**src/rtl/bhfi_pkg.sv**
```systemverilog
// Shared types, constants and hash helper for the bigram indexer.
package bhfi_pkg;

    localparam int TABLE_SLOTS_DEF = 4096;
    localparam int TOK_W           = 31;
    localparam int WIN_DEPTH       = 8;
    localparam int FOLLOW_MAX      = 6;
    localparam int MIN_SEQ         = 3;
    localparam int HASH_W          = 64;
    localparam int FREQ_W          = 32;
    localparam int SLOT_OUT_W      = 12;

    localparam logic [HASH_W-1:0] FNV_BASIS = 64'hCBF29CE484222325;
    localparam logic [FREQ_W-1:0] FREQ_MAX  = 32'hFFFFFFFF;

    typedef enum logic [2:0] {
        ST_CLEAR,
        ST_IDLE,
        ST_HASH1,
        ST_HASH2,
        ST_MOD,
        ST_READ,
        ST_WRITE
    } bhfi_state_t;

    // Commands from the controller to the datapath.
    typedef struct packed {
        logic       clear;
        logic       shift;
        logic       hash1;
        logic       hash2;
        logic       mod_run;
        logic       rd;
        logic       commit;
        logic [2:0] w;
        logic       last;
    } bhfi_cmd_t;

    // Status from the datapath to the controller.
    typedef struct packed {
        logic en;
        logic clr_done;
        logic mod_done;
        logic out_free;
    } bhfi_status_t;

    // Multiply by the FNV-64 prime 2^40 + 0x1B3, modulo 2^64, as shifts and adds.
    function automatic logic [HASH_W-1:0] fnv_mul(input logic [HASH_W-1:0] x);
        logic [HASH_W-1:0] lo;
        lo = (x << 8) + (x << 7) + (x << 5) + (x << 4) + (x << 1) + x;
        return lo + (x << 40);
    endfunction

endpackage

```
**src/rtl/bhfi_ctrl.sv**
```systemverilog
// Controller: sequences window updates, hash, slot reduction and commits.
module bhfi_ctrl (
    input  logic                  clk,
    input  logic                  rst_n,
    input  logic                  in_valid,
    input  logic                  in_last,
    output logic                  in_ready,
    input  bhfi_pkg::bhfi_status_t st,
    output bhfi_pkg::bhfi_cmd_t    cmd
);
    import bhfi_pkg::*;

    bhfi_state_t state_reg, state_next;
    logic [3:0]  seen_reg, seen_next;
    logic [2:0]  w_reg, w_next;
    logic [2:0]  wlast_reg, wlast_next;
    logic [3:0]  m;

    // Control registers.
    always_ff @(posedge clk or negedge rst_n)
    begin
        if (!rst_n)
        begin
            state_reg <= ST_CLEAR;
            seen_reg  <= '0;
            w_reg     <= '0;
            wlast_reg <= '0;
        end
        else
        begin
            state_reg <= state_next;
            seen_reg  <= seen_next;
            w_reg     <= w_next;
            wlast_reg <= wlast_next;
        end
    end

    // Token count of the sequence including the incoming one, saturating.
    assign m = (seen_reg < 4'(WIN_DEPTH)) ? seen_reg + 4'd1 : 4'(WIN_DEPTH);

    // Next state.
    always_comb
    begin
        state_next = state_reg;
        seen_next  = seen_reg;
        w_next     = w_reg;
        wlast_next = wlast_reg;
        case (state_reg)
            ST_CLEAR:
            begin
                if (st.clr_done)
                    state_next = ST_IDLE;
            end
            ST_IDLE:
            begin
                if (in_valid && st.en)
                begin
                    if (!in_last)
                    begin
                        seen_next = m;
                        if (m == 4'(WIN_DEPTH))
                        begin
                            w_next     = 3'd0;
                            wlast_next = 3'd0;
                            state_next = ST_HASH1;
                        end
                    end
                    else
                    begin
                        seen_next = '0;
                        if (m >= 4'(MIN_SEQ))
                        begin
                            w_next     = 3'(4'(WIN_DEPTH) - m);
                            wlast_next = 3'(FOLLOW_MAX - 1);
                            state_next = ST_HASH1;
                        end
                    end
                end
            end
            ST_HASH1: state_next = ST_HASH2;
            ST_HASH2: state_next = ST_MOD;
            ST_MOD:
            begin
                if (st.mod_done)
                    state_next = ST_READ;
            end
            ST_READ: state_next = ST_WRITE;
            ST_WRITE:
            begin
                if (st.out_free)
                begin
                    if (w_reg == wlast_reg)
                        state_next = ST_IDLE;
                    else
                    begin
                        w_next     = w_reg + 3'd1;
                        state_next = ST_HASH1;
                    end
                end
            end
            default: state_next = ST_CLEAR;
        endcase
    end

    // Outputs.
    always_comb
    begin
        in_ready    = (state_reg == ST_IDLE);
        cmd.clear   = (state_reg == ST_CLEAR);
        cmd.shift   = (state_reg == ST_IDLE) && in_valid && st.en;
        cmd.hash1   = (state_reg == ST_HASH1);
        cmd.hash2   = (state_reg == ST_HASH2);
        cmd.mod_run = (state_reg == ST_MOD);
        cmd.rd      = (state_reg == ST_READ);
        cmd.commit  = (state_reg == ST_WRITE) && st.out_free;
        cmd.w       = w_reg;
        cmd.last    = (w_reg == wlast_reg);
    end

endmodule

```
**config.mk**
```make
export PLATFORM = sky130hd
export DESIGN_NAME = bhfi_ctrl
export DESIGN_NICKNAME = d
export VERILOG_FILES = /design/src/rtl/bhfi_pkg.sv /design/src/rtl/bhfi_ctrl.sv
export SDC_FILE = /design/constraint.sdc
export NUM_CORES = 1
export LEC_CHECK = 0
export BUFFER_PORTS_ARGS = -buffer_cell sky130_fd_sc_hd__buf_4
export CORE_AREA = 2 2 42 44
export DETAILED_ROUTE_END_ITERATION = 10
export DIE_AREA = 0 0 44 46
export GPL_TIMING_DRIVEN = 0
export PLACE_DENSITY_LB_ADDON = 0.08
export SLEW_MARGIN = 20
export SYNTH_ARGS = -nofsm -noshare
export SYNTH_HDL_FRONTEND = slang
export SYNTH_SLANG_ARGS = --single-unit
export TNS_END_PERCENT = 30
```
**constraint.sdc**
```tcl
create_clock -name clk -period 4.5 [get_ports clk]
set_clock_uncertainty 0.15 [all_clocks]
set_input_delay 0.9 -clock clk [delete_from_list [all_inputs] [get_ports clk]]
set_output_delay 0.9 -clock clk [all_outputs]
set_load 0.03 [all_outputs]
```
### Word-level counts from Yosys, hierarchy flattened

Cells that the tools add are included.

| operators by class | value |
|---|---|
| add/sub/neg operators | 3 |
| $lt $le $gt $ge | 2 |
| equality and inequality tests | 16 |
| muxes and demuxes | 20 |
| reduce and logical (&&, ||, !) cells | 11 |

Operators with widths:

| cell | count |
|---|---|
| 2-to-1 mux 3 bit | 15 |
| case mux 3 bit (7 select lines) | 1 |
| AND reduction 6 bit | 2 |
| == test 3 bit, second input constant | 3 |
| 2-to-1 mux 4 bit | 2 |
| != test 2 bit, second input constant | 4 |
| == test 3 x 2 -> 1 bit, second input constant | 2 |
| != test 3 x 2 -> 1 bit, second input constant | 2 |
| case mux 3 bit (2 select lines) | 1 |
| adder 4 x 1 -> 4 bit, second input constant | 1 |
| == test 4 bit, second input constant | 1 |
| greater-or-equal comparator 4 x 2 -> 1 bit, second input constant | 1 |
| logical AND 1 bit | 4 |
| less-than comparator 4 bit, second input constant | 1 |
| != test 2 x 1 -> 1 bit, second input constant | 2 |
| AND reduction 4 bit | 1 |
| nonzero test 2 bit | 2 |
| adder 3 x 1 -> 3 bit, second input constant | 1 |
| == test 3 x 1 -> 1 bit, second input constant | 1 |
| == test 3 bit | 1 |
| logical NOT 3 bit | 1 |
| subtractor 1 x 3 -> 3 bit, first input constant | 1 |
| 2-to-1 mux 2 bit | 1 |
| AND reduction 2 bit | 1 |

| word-level totals | value |
|---|---|
| register bits | 13 |
| bits of input ports | 8 |

### Logic depth before layout (Yosys ltp)

Gate-level depths: netlist of the first run.

| logic depth | value |
|---|---|
| word-level depth | 7 |
| gate-level depth with buffers | 8 |
| mapped depth without buffers | 7 |

### Least setup slack after synthesis of the first run

OpenSTA, ideal clock, no wires.

| path | value |
|---|---|
| path kind | register to output |
| start | register w_reg[0] |
| end | output cmd[0] in the netlist's numbering |
| arrival | 1.361 ns |
| required time | 3.450 ns |
| path slack | 2.089 ns |
| stages on the path, launching flop included | 3 |
| buffers on the path | 0 |
| path through | dfrtp_1 or3_1 a21oi_2 |

RTL lines:

| what | line | text |
|---|---|---|
| from (decl) | bhfi_ctrl.sv:15 | `logic [2:0] w_reg, w_next;` |
| from (signal assigned) | bhfi_ctrl.sv:33 | `w_reg <= w_next;` |
| to (decl) | bhfi_ctrl.sv:9 | `output bhfi_pkg::bhfi_cmd_t cmd` |

==> results of run 1 <==
[power by group through the flow]
stage                     Combinational, mW  Sequential [mW]  Clock, mW
after floorplan                       0.292            0.202          0
after global placement                0.423            0.187          0
after detailed placement              0.427            0.188          0
after CTS                             0.429            0.186     0.0674
after global routing                  0.466            0.196     0.0732
final                                 0.426            0.187     0.0657
[cells in the mapped netlist (all sizes together)]
master	number	area, µm²
dfrtp	11	275
nand2	10	40.0
o21ai	8	43.8
nor2	7	26.3
a21oi	4	23.8
nand2b	4	27.5
nand3	4	25.0
nor3	4	20.0
inv	3	11.3
mux2	3	33.8
and2	2	12.5
ha	2	25.0
nor2b	2	15.0
o211ai	2	28.8
o21bai	2	15.0
o22ai	2	12.5
a211oi	1	7.51
a21boi	1	18.8
a21o	1	7.51
a31oi	1	6.26
and3	1	7.51
and3b	1	10.0
buf	1	5.00
nand4bb	1	11.3
nor4	1	6.26
o21a	1	7.51
o2bb2ai	1	8.76
o31ai	1	7.51
o32a	1	10.0
or2	1	8.76
or3	1	6.26
xnor2	1	8.76
xor2	1	8.76
[how the worst max path moves through the flow]
stage | from | end | slack (ns) | cells after the start
after global routing | state_reg[0] | cmd[9] | 1.53 | 6
after CTS | state_reg[0] | cmd[9] | 1.67 | 6
after floorplan | w_reg[0] | cmd[0] | 2.09 | 2
final | state_reg[0] | cmd[9] | 1.67 | 6
after global placement | in_valid | cmd[9] | 1.92 | 4
after detailed placement | in_valid | cmd[9] | 1.92 | 4
[metal layers]
| layer | up-vias | track usage [%] | part of all wire (%) |
|---|---|---|---|
| met2 | 19 | 29.1 | 44 |
| met4 | 0 | 13.3 | 3.3 |
| met3 | 7 | 1.59 | 5.2 |
| li1 | 365 | - | - |
| met5 | - | 0 | 0 |
| met1 | 321 | 23.0 | 48 |
[placed cells by master (no fill, tap or decap), types with 2 or more instances in the layout]
cell type and n:
buf_4 19, dfrtp_1 11, nand2_1 9, nor2_1 7, o21ai_0 7, nor3_1 4
nand3_1 3, nand2b_1 3, a21oi_1 3, clkbuf_4 3, inv_2 2, and2_1 2
o21bai_1 2, mux2_2 2, o22ai_1 2, ha_1 2
[kinds of logic after synthesis]
logic type               count (synthesis)
AND/OR/NAND/NOR                         39
flip-flops                              11
adder cells (fa/ha/maj)                  2
XOR/XNOR                                 2
multiplexers                             3
buffers and inverters                    4
AO/OA/AOI/OAI                           26
[area by class of cell]
type	instances	area, µm²	share of cell area [%]
multi-input cells	72	490	50.5
flip-flops and latches	11	275	28.3
repair buffers	19	143	14.7
clock buffers	4	26.3	2.70
well taps	17	21.3	2.19
inverters	3	11.3	1.16
plain buffers	1	5.00	0.515
[per-stage QoR]
stage | hold WS [ns] | total power, mW
6_report | 0.304 | 0.680
5_1_grt | 0.303 | 0.736
4_1_cts | 0.303 | 0.683
3_5_place_dp | 0.400 | 0.615
3_3_place_gp | 0.398 | 0.609
2_1_floorplan | 0.344 | 0.495
==> impl_metrics.csv, run 1 <==
group,metric,value,unit
outcome,result_of_the_run,"finished, final reports clean",
finish,finalNonFillerCells,127,
cts,clock_pin_slew_on_the_worst_setup_and_hold_paths,0.06,ns
power,p_per_area,699,nW/µm²
worst_setup_path,worst-path-max-fanout,9,
synthesis,synth-xor-area-share,2.24,%
worst_setup_path,rr_startpoint,"seen_reg[0]",
timing,setup-tns-final,0,ns
worst_setup_path,cp_slowest_stage_delay,0.46,ns
global_routing,grt_pass1_wl,2680,µm
global_routing,grt.overflow.total,0,
synthesis,synthSimpleGateAreaFrac,27.7,%
cts,cts_tree,"done",
synthesis,dominant_combinational_cell_family_by_area_after_synthesis,"simple AND/OR/NAND/NOR gates",
floorplan,floorplan.core_area,1610,µm²
finish,area_growth_syn_to_layout,24.3,%
finish,drive_gt1_share,34.5,%
finish,antenna_cells_inserted,0,
timing,setup_violating_endpoint_count_in_the_final_report,0,
synthesis,syn-instance-count,87,
finish,final_area,972,µm²
cts,cts_post_setup_buffers_inserted,0,
timing,finalWorstPathRequiredPeriod,2.83,ns
worst_setup_path,critical_path.top_delay_family,"simple AND/OR/NAND/NOR gates",
timing,finalCritPeriodShare,62.9,%
placed_design,place_worst_setup_slack,1.92,ns
worst_setup_path,r2r_setup_slack,2.31,ns
floorplan,start_util,48.4,%
drt,drc,0,
power,share_seq_of_total_power,27.6,%
global_routing,grt_util_all_layers,18.3,%
finish,postLayoutCoreUtil,60.2,%
worst_setup_path,cp.buffers_inverters,3,
flow_run,number_of_maximum_capacitance_violations,0,
cts,h-tree-depth,1,
finish,final.fill_count,160,
cts,clk_root_buf,"clkbuf_4",
cts,postCtsResizedCells,0,
cts,clkLatencyLatePin,0.27,ns
power,peakVddDrop,0.312,mV
power,p_int,0.353,mW
floorplan,fp-row-count,15,
worst_setup_path,worst_setup_path_start_kind,"flop",
power,leakagePower,0.464,nW
worst_setup_path,timing.critical_path.arrival,1.78,ns
cts,tritoncts_num_sinks,11,
power,p_comb_share,62.8,%
power,sw_frac_of_total,48.1,%
timing,slew_headroom,69.0,%
cts,clock_path_buffers,2,
finish,largest_reg_flops,4,
worst_setup_path,worst_r2r_path_depth,6,
drt,initialDrtViolationCount,13,
drt,drt_pass1_iterations,2,
timing,timing.final.ws_setup,1.67,ns
drt,routedWlPerCell,12.7,µm
synthesis,synthesis.nets,97,
placed_design,io_buffer_count,19,
synthesis,seq_cells_post_synth,11,
placed_design,gp_congestion,0.817,
worst_setup_path,critical_path_s_slowest_cell,"dfrtp_1",
worst_setup_path,worstReg2RegEnd,"w_reg[2]",
worst_setup_path,path_class,"flop to primary output",
placed_design,placed_area,946,µm²
synthesis,synth_cell_types,42,
power,net-switching-power,0.327,mW
drt,routed_wirelength,1620,µm
placed_design,placed_cells,123,
worst_setup_path,worstPathRequired,3.45,ns
timing,grt_setup_unrepaired,"false",
power,clock_power_share,9.7,%
cts,cts_hold_repair.buffers,0,
timing,maxSlewViolCount,0,
worst_setup_path,worst_path_cell_trace,"nor2b_2 > nand2_2 > inv_2 > nand3_1 > inv_2 > buf_4",
drt,detail-route-antenna-nets,0,
worst_hold_path,holdCritPathClass,"primary input to async pin",
finish,final_nets,121,
global_routing,grt_antenna_before_repair,0,
timing,timing_hold_violations_final,0,
synthesis,synth_compound_area_share,25.3,%
global_routing,grt_max_degree,12,
floorplan,chipHeight,46,µm
floorplan,ioPinCount,20,
global_routing,first_global_vias,668,
drt,num_vias,712,
floorplan,fp.dieArea,2020,µm²
worst_setup_path,critical_path.most_common_cell,"inv_2",
synthesis,netlist_area,782,µm²
floorplan,floorplan.die.width,44,µm
placed_design,place_hpwl,1260,µm
drt,post_drt_via_cell_ratio,5.61,
synthesis,seq_area_frac_synth,35.2,%
synthesis,synth.avg_cell_area,8.99,µm²
synthesis,synth_mux_area_share,4.32,%
cts,numCtsBuffers,3,
timing,max_clock_freq,353,MHz
timing,tightest_slew,0.463,ns
synthesis,synth-warning-count,0,
synthesis,synth_adder_area_share,3.20,%
worst_setup_path,crit_path_end_kind,"primary output",
(Power assumes the default switching activity.)
==> run 2, diff against run 1 <==
--- a/config.mk
+++ b/config.mk
@@ -6,9 +6,9 @@
 export NUM_CORES = 1
 export LEC_CHECK = 0
 export BUFFER_PORTS_ARGS = -buffer_cell sky130_fd_sc_hd__buf_4
-export CORE_AREA = 2 2 42 44
+export CORE_AREA = 2 2 43 45
 export DETAILED_ROUTE_END_ITERATION = 10
-export DIE_AREA = 0 0 44 46
+export DIE_AREA = 0 0 45 47
 export GPL_TIMING_DRIVEN = 0
 export PLACE_DENSITY_LB_ADDON = 0.08
 export SLEW_MARGIN = 20
==> constraint.sdc (replaced) <==
create_clock -name clk -period 2.8 [get_ports clk]
set_clock_uncertainty 0.15 [all_clocks]
set_input_delay 0.56 -clock clk [delete_from_list [all_inputs] [get_ports clk]]
set_output_delay 0.56 -clock clk [all_outputs]
set_load 0.03 [all_outputs]
==> run 2 against run 1 <==
Core utilization is 0.76 points lower; critical path depth stayed put; register-to-register slack worse by 1.7 ns; final area is 1.0% higher; die area is 4.5% higher; first-iteration DRC count is 23% lower; final cell count is 0.79% higher; global-route usage is 1.7 points lower; critical path type unchanged; largest power group unchanged.
==> impl_metrics.csv, run 2 (synthesis results as in run 1) <==
group,metric,value,unit
outcome,result_of_the_run,"finished, final reports clean",
floorplan,floorplan.die.width,45,µm
global_routing,use_met3,1.15,%
cts,numCtsBuffers,3,
floorplan,fp-row-count,15,
drt,routedWlPerCell,12.7,µm
drt,initialDrtViolationCount,10,
worst_setup_path,worstReg2RegEnd,"w_reg[2]",
finish,area_growth_syn_to_layout,25.6,%
worst_hold_path,timing.hold.worst_path_depth,2,
timing,finalCritPeriodShare,87.8,%
placed_design,io_buffer_count,19,
worst_setup_path,rr_startpoint,"seen_reg[0]",
finish,postLayoutCoreUtil,59.5,%
placed_design,placed_cells,123,
worst_setup_path,critical_path.top_delay_family,"simple AND/OR/NAND/NOR gates",
timing,timing_hold_violations_final,0,
timing,timing.final.ws_setup,0.341,ns
cts,cts_tree,"done",
worst_setup_path,path_class,"flop to primary output",
timing,hold_slack,0.354,ns
finish,most-common-layout-cells,"19 x buf_4, 11 x dfrtp_1, 9 x nand2_1, 7 x nor2_1, 7 x o21ai_0",
global_routing,grt_pass1_wl,2490,µm
worst_setup_path,worst-path-max-fanout,9,
timing,setup-tns-final,0,ns
worst_hold_path,holdCritPathClass,"primary input to flop",
floorplan,start_util,47.3,%
finish,final_nets,122,
worst_setup_path,critical_path_s_slowest_cell,"dfrtp_1",
global_routing,grt.busiest_layer,"met2",
global_routing,grt_max_degree,12,
drt,post_drt_via_cell_ratio,5.46,
power,peakVddDrop,0.558,mV
floorplan,floorplan.core_area,1650,µm²
floorplan,ioPinCount,20,
cts,h-tree-depth,1,
worst_setup_path,worstPathRequired,2.09,ns
worst_setup_path,worst_path_cell_trace,"nor2b_2 > nand2_2 > inv_2 > nand3_1 > inv_2 > buf_4",
global_routing,grt.overflow.total,0,
cts,postCtsResizedCells,0,
finish,final_area,982,µm²
drt,drt_pass1_iterations,4,
worst_setup_path,crit_path_end_kind,"primary output",
global_routing,grt_antenna_before_repair,0,
placed_design,place_hpwl,1290,µm
cts,clkLatencyLatePin,0.27,ns
worst_setup_path,timing.critical_path.arrival,1.75,ns
cts,tritoncts_num_sinks,11,
global_routing,grtUsageMet1,21.0,%
drt,detail-route-antenna-nets,0,
floorplan,fp.dieArea,2120,µm²
placed_design,gp_congestion,0.806,
cts,clock_pin_slew_on_the_worst_setup_and_hold_paths,0.07,ns
timing,setup_violating_endpoint_count_in_the_final_report,0,
drt,num_vias,699,
power,leakagePower,0.469,nW
finish,finalNonFillerCells,128,
worst_setup_path,cp_slowest_stage_delay,0.46,ns
timing,grt_setup_unrepaired,"false",
worst_setup_path,r2r_setup_slack,0.61,ns
global_routing,gr-usage-met2,27.4,%
finish,antenna_cells_inserted,0,
worst_hold_path,worstHoldStart,"in_last",
finish,largest_reg_flops,4,
timing,finalWorstPathRequiredPeriod,2.46,ns
cts,clock_path_buffers,2,
global_routing,grt_util_all_layers,16.5,%
power,p_per_area,1110,nW/µm²
worst_setup_path,worst_setup_path_start_kind,"flop",
timing,slew_headroom,69.4,%
worst_setup_path,cp.buffers_inverters,3,
timing,tightest_slew,0.457,ns
finish,mostFrequentLayoutCell,"buf_4",
worst_setup_path,critical_path.most_common_cell,"inv_2",
finish,drive_gt1_share,34.2,%
global_routing,first_global_vias,589,
power,report.power.total,1.09,mW
drt,drc,0,
cts,clk_root_buf,"clkbuf_4",
timing,max_clock_freq,407,MHz
floorplan,chipHeight,47,µm
drt,routed_wirelength,1630,µm
timing,maxSlewViolCount,0,
worst_hold_path,hold_end,"seen_reg[3]",
placed_design,placed_area,946,µm²
flow_run,number_of_maximum_capacitance_violations,0,
placed_design,place_worst_setup_slack,0.622,ns
worst_setup_path,worst_r2r_path_depth,6,
## run 2: cell count changes in the layout (fill, tap and decap cells not counted), sizes merged
cell         before  now
dlygate4sd3       0    1
## run 2: power breakdown
part	switching (mW)	internal (mW)	leakage, nW
Combinational	0.391	0.293	0.313
Clock	0.0513	0.0552	0.0150
Sequential	0.0832	0.220	0.141
Total	0.525	0.567	0.469
## run 2: area by class of cell
class,instances,area (µm²)
Timing Repair Buffer,20,153
Clock buffer,4,26.3
Multi-Input combinational cell,72,490
Sequential cell,11,275
Fill cell,167,669
Tap cell,17,21.3
Inverter,3,11.3
Buffer,1,5.00
## run 2: per-layer routing
metal | vias to the layer above | share of wire, %
met5 | - | 0
met4 | 0 | 1.7
met3 | 4 | 4.1
met2 | 16 | 47
met1 | 315 | 47
li1 | 364 | -
## run 2: how the worst max path moves through the flow
stage               endpoint  cells past startpoint         start
detailed placement    cmd[9]                      6  state_reg[0]
global route          cmd[9]                      6  state_reg[0]
finish                cmd[9]                      6  state_reg[0]
CTS                   cmd[9]                      6  state_reg[0]
floorplan           w_reg[1]                      5      w_reg[0]
global placement      cmd[9]                      6  state_reg[0]
## run 2: repair_timing
| action | CTS | global route |
|---|---|---|
| endpoints found under the hold margin | 11 | 0 |
| setup endpoints to repair | 0 | 0 |
| hold buffers | 1 | 0 |
| buffers inserted | 0 | 0 |
==> run 3, diff against run 2 <==
--- a/config.mk
+++ b/config.mk
@@ -6,11 +6,14 @@
 export NUM_CORES = 1
 export LEC_CHECK = 0
 export BUFFER_PORTS_ARGS = -buffer_cell sky130_fd_sc_hd__buf_4
-export CORE_AREA = 2 2 43 45
+export CORE_AREA = 2 2 42 44
+export CTS_BUF_LIST = sky130_fd_sc_hd__clkbuf_4
 export DETAILED_ROUTE_END_ITERATION = 10
-export DIE_AREA = 0 0 45 47
+export DIE_AREA = 0 0 44 46
 export GPL_TIMING_DRIVEN = 0
+export HOLD_SLACK_MARGIN = 0.12
 export PLACE_DENSITY_LB_ADDON = 0.08
+export RECOVER_POWER = 100
 export SLEW_MARGIN = 20
 export SYNTH_ARGS = -nofsm -noshare
 export SYNTH_HDL_FRONTEND = slang
==> run 3 against run 2 <==
Largest power group unchanged; final cell count did not move; total power fell by 5.5%; flip-flop and latch count did not move; critical path depth did not move.
==> impl_metrics.csv, run 3 (synthesis results as in run 1) <==
group,metric,value,unit
power,p_per_area,1110,nW/µm²
finish,postLayoutCoreUtil,57.5,%
global_routing,grt_max_degree,12,
power,peakVddDrop,0.493,mV
floorplan,chipHeight,46,µm
drt,initialDrtViolationCount,12,
floorplan,ioPinCount,20,
cts,h-tree-depth,1,
floorplan,floorplan.die.width,44,µm
global_routing,grt_pass1_wl,2680,µm
cts,postCtsResizedCells,0,
timing,finalCritPeriodShare,91.5,%
worst_setup_path,worstPathRequired,2.09,ns
timing,timing_hold_violations_final,0,
floorplan,floorplan.core_area,1610,µm²
timing,maxSlewViolCount,0,
cts,clk_root_buf,"clkbuf_4",
global_routing,grt.overflow.total,0,
drt,num_vias,708,
floorplan,fp.dieArea,2020,µm²
timing,max_clock_freq,390,MHz
finish,final_area,928,µm²
worst_setup_path,path_class,"flop to primary output",
cts,clock_pin_slew_on_the_worst_setup_and_hold_paths,0.07,ns
placed_design,io_buffer_count,19,
drt,drc,0,
worst_hold_path,worstHoldStart,"in_last",
worst_setup_path,setup.worst_path.start,"state_reg[0]",
placed_design,gp_congestion,0.817,
drt,post_drt_via_cell_ratio,5.53,
finish,final_nets,122,
floorplan,fp-row-count,15,
timing,setup_violating_endpoint_count_in_the_final_report,0,
drt,met2_wirelength,743,µm
placed_design,place_hpwl,1260,µm
finish,largest_reg_flops,4,
finish,drive_gt1_share,23.4,%
finish,most-common-layout-cells,"11 x dfrtp_1, 10 x clkbuf_1, 9 x nand2_1, 9 x buf_4",
timing,slew_headroom,61.2,%
timing,tightest_slew,0.583,ns
worst_setup_path,crit_path_end_kind,"primary output",
worst_setup_path,rr_startpoint,"seen_reg[0]",
finish,antenna_cells_inserted,0,
cts,clkLatencyLatePin,0.26,ns
cts,cts_tree,"done",
flow_run,number_of_maximum_capacitance_violations,0,
timing,grt_setup_unrepaired,"false",
power,leakagePower,0.429,nW
drt,route.layer.met1.wl,801,µm
drt,routed_wirelength,1650,µm
drt,drt_pass1_iterations,4,
global_routing,grt_util_all_layers,18.0,%
timing,setup-tns-final,0,ns
global_routing,grt_antenna_before_repair,0,
drt,route.met3.wl,90,µm
finish,mostFrequentLayoutCell,"dfrtp_1",
worst_setup_path,timing.critical_path.arrival,1.85,ns
drt,routedWlPerCell,12.9,µm
cts,numCtsBuffers,3,
cts,tritoncts_num_sinks,11,
cts,cts_post_setup_buffers_inserted,0,
drt,maxUsedRoutingLayer,"met4",
worst_setup_path,worst-path-max-fanout,9,
cts,clock_path_buffers,2,
floorplan,start_util,48.4,%
outcome,result_of_the_run,"finished, final reports clean",
finish,area_growth_syn_to_layout,18.7,%
timing,finalWorstPathRequiredPeriod,2.56,ns
placed_design,placed_area,946,µm²
cts,cts_hold_repair.buffers,1,
drt,detail-route-antenna-nets,0,
worst_setup_path,worst_setup_path_start_kind,"flop",
worst_hold_path,holdCritPathClass,"primary input to flop",
global_routing,first_global_vias,672,
## run 3: power by group
| group | switching (mW) | internal, mW |
|---|---|---|
| Clock | 0.0494 | 0.0647 |
| Sequential | 0.0790 | 0.220 |
| Combinational | 0.383 | 0.237 |
| Total | 0.512 | 0.521 |
## run 3: layer usage
metal  vias up  track usage [%]
met4         0             11.5
met1       326             23.0
met3         2             1.59
li1        364                -
met5         -                0
met2        16             29.1
## run 3: through the flow
step	hold WS, ns	setup slack, ns	total power [mW]	std cells
floorplan	0.114	0.622	0.795	87
global placement	0.250	0.639	0.979	123
detailed placement	0.251	0.618	0.989	123
CTS	0.347	0.311	1.11	128
global route	0.346	0.0889	1.12	128
finish	0.355	0.237	1.03	128
## run 3: layout make-up
cell class	count	area (µm²)
plain buffers	1	3.75
clock buffers	4	30.0
fillers	173	686
inverters	3	11.3
multi-input cells	72	470
flip-flops and latches	11	275
well taps	17	21.3
repair buffers	20	116
## run 3: critical path, cell delays in order, from the launching register on
cell	delay (ns)
dfrtp_1	0.46
nor2b_1	0.27
nand2_2	0.12
inv_2	0.12
nand3_1	0.24
inv_2	0.17
clkbuf_2	0.22
## run 3: worst paths after layout
path / slack [ns] / to / cells after the start
max: 0.24 / cmd[9] / 6
min: 0.36 / seen_reg[3] / 2
max reg2reg: 0.42 / w_reg[2] / 6
min reg2reg: 0.41 / w_reg[1] / 1
max in group asynchronous: 1.47 / w_reg[1] / 2
min in group asynchronous: 0.66 / seen_reg[2] / 2
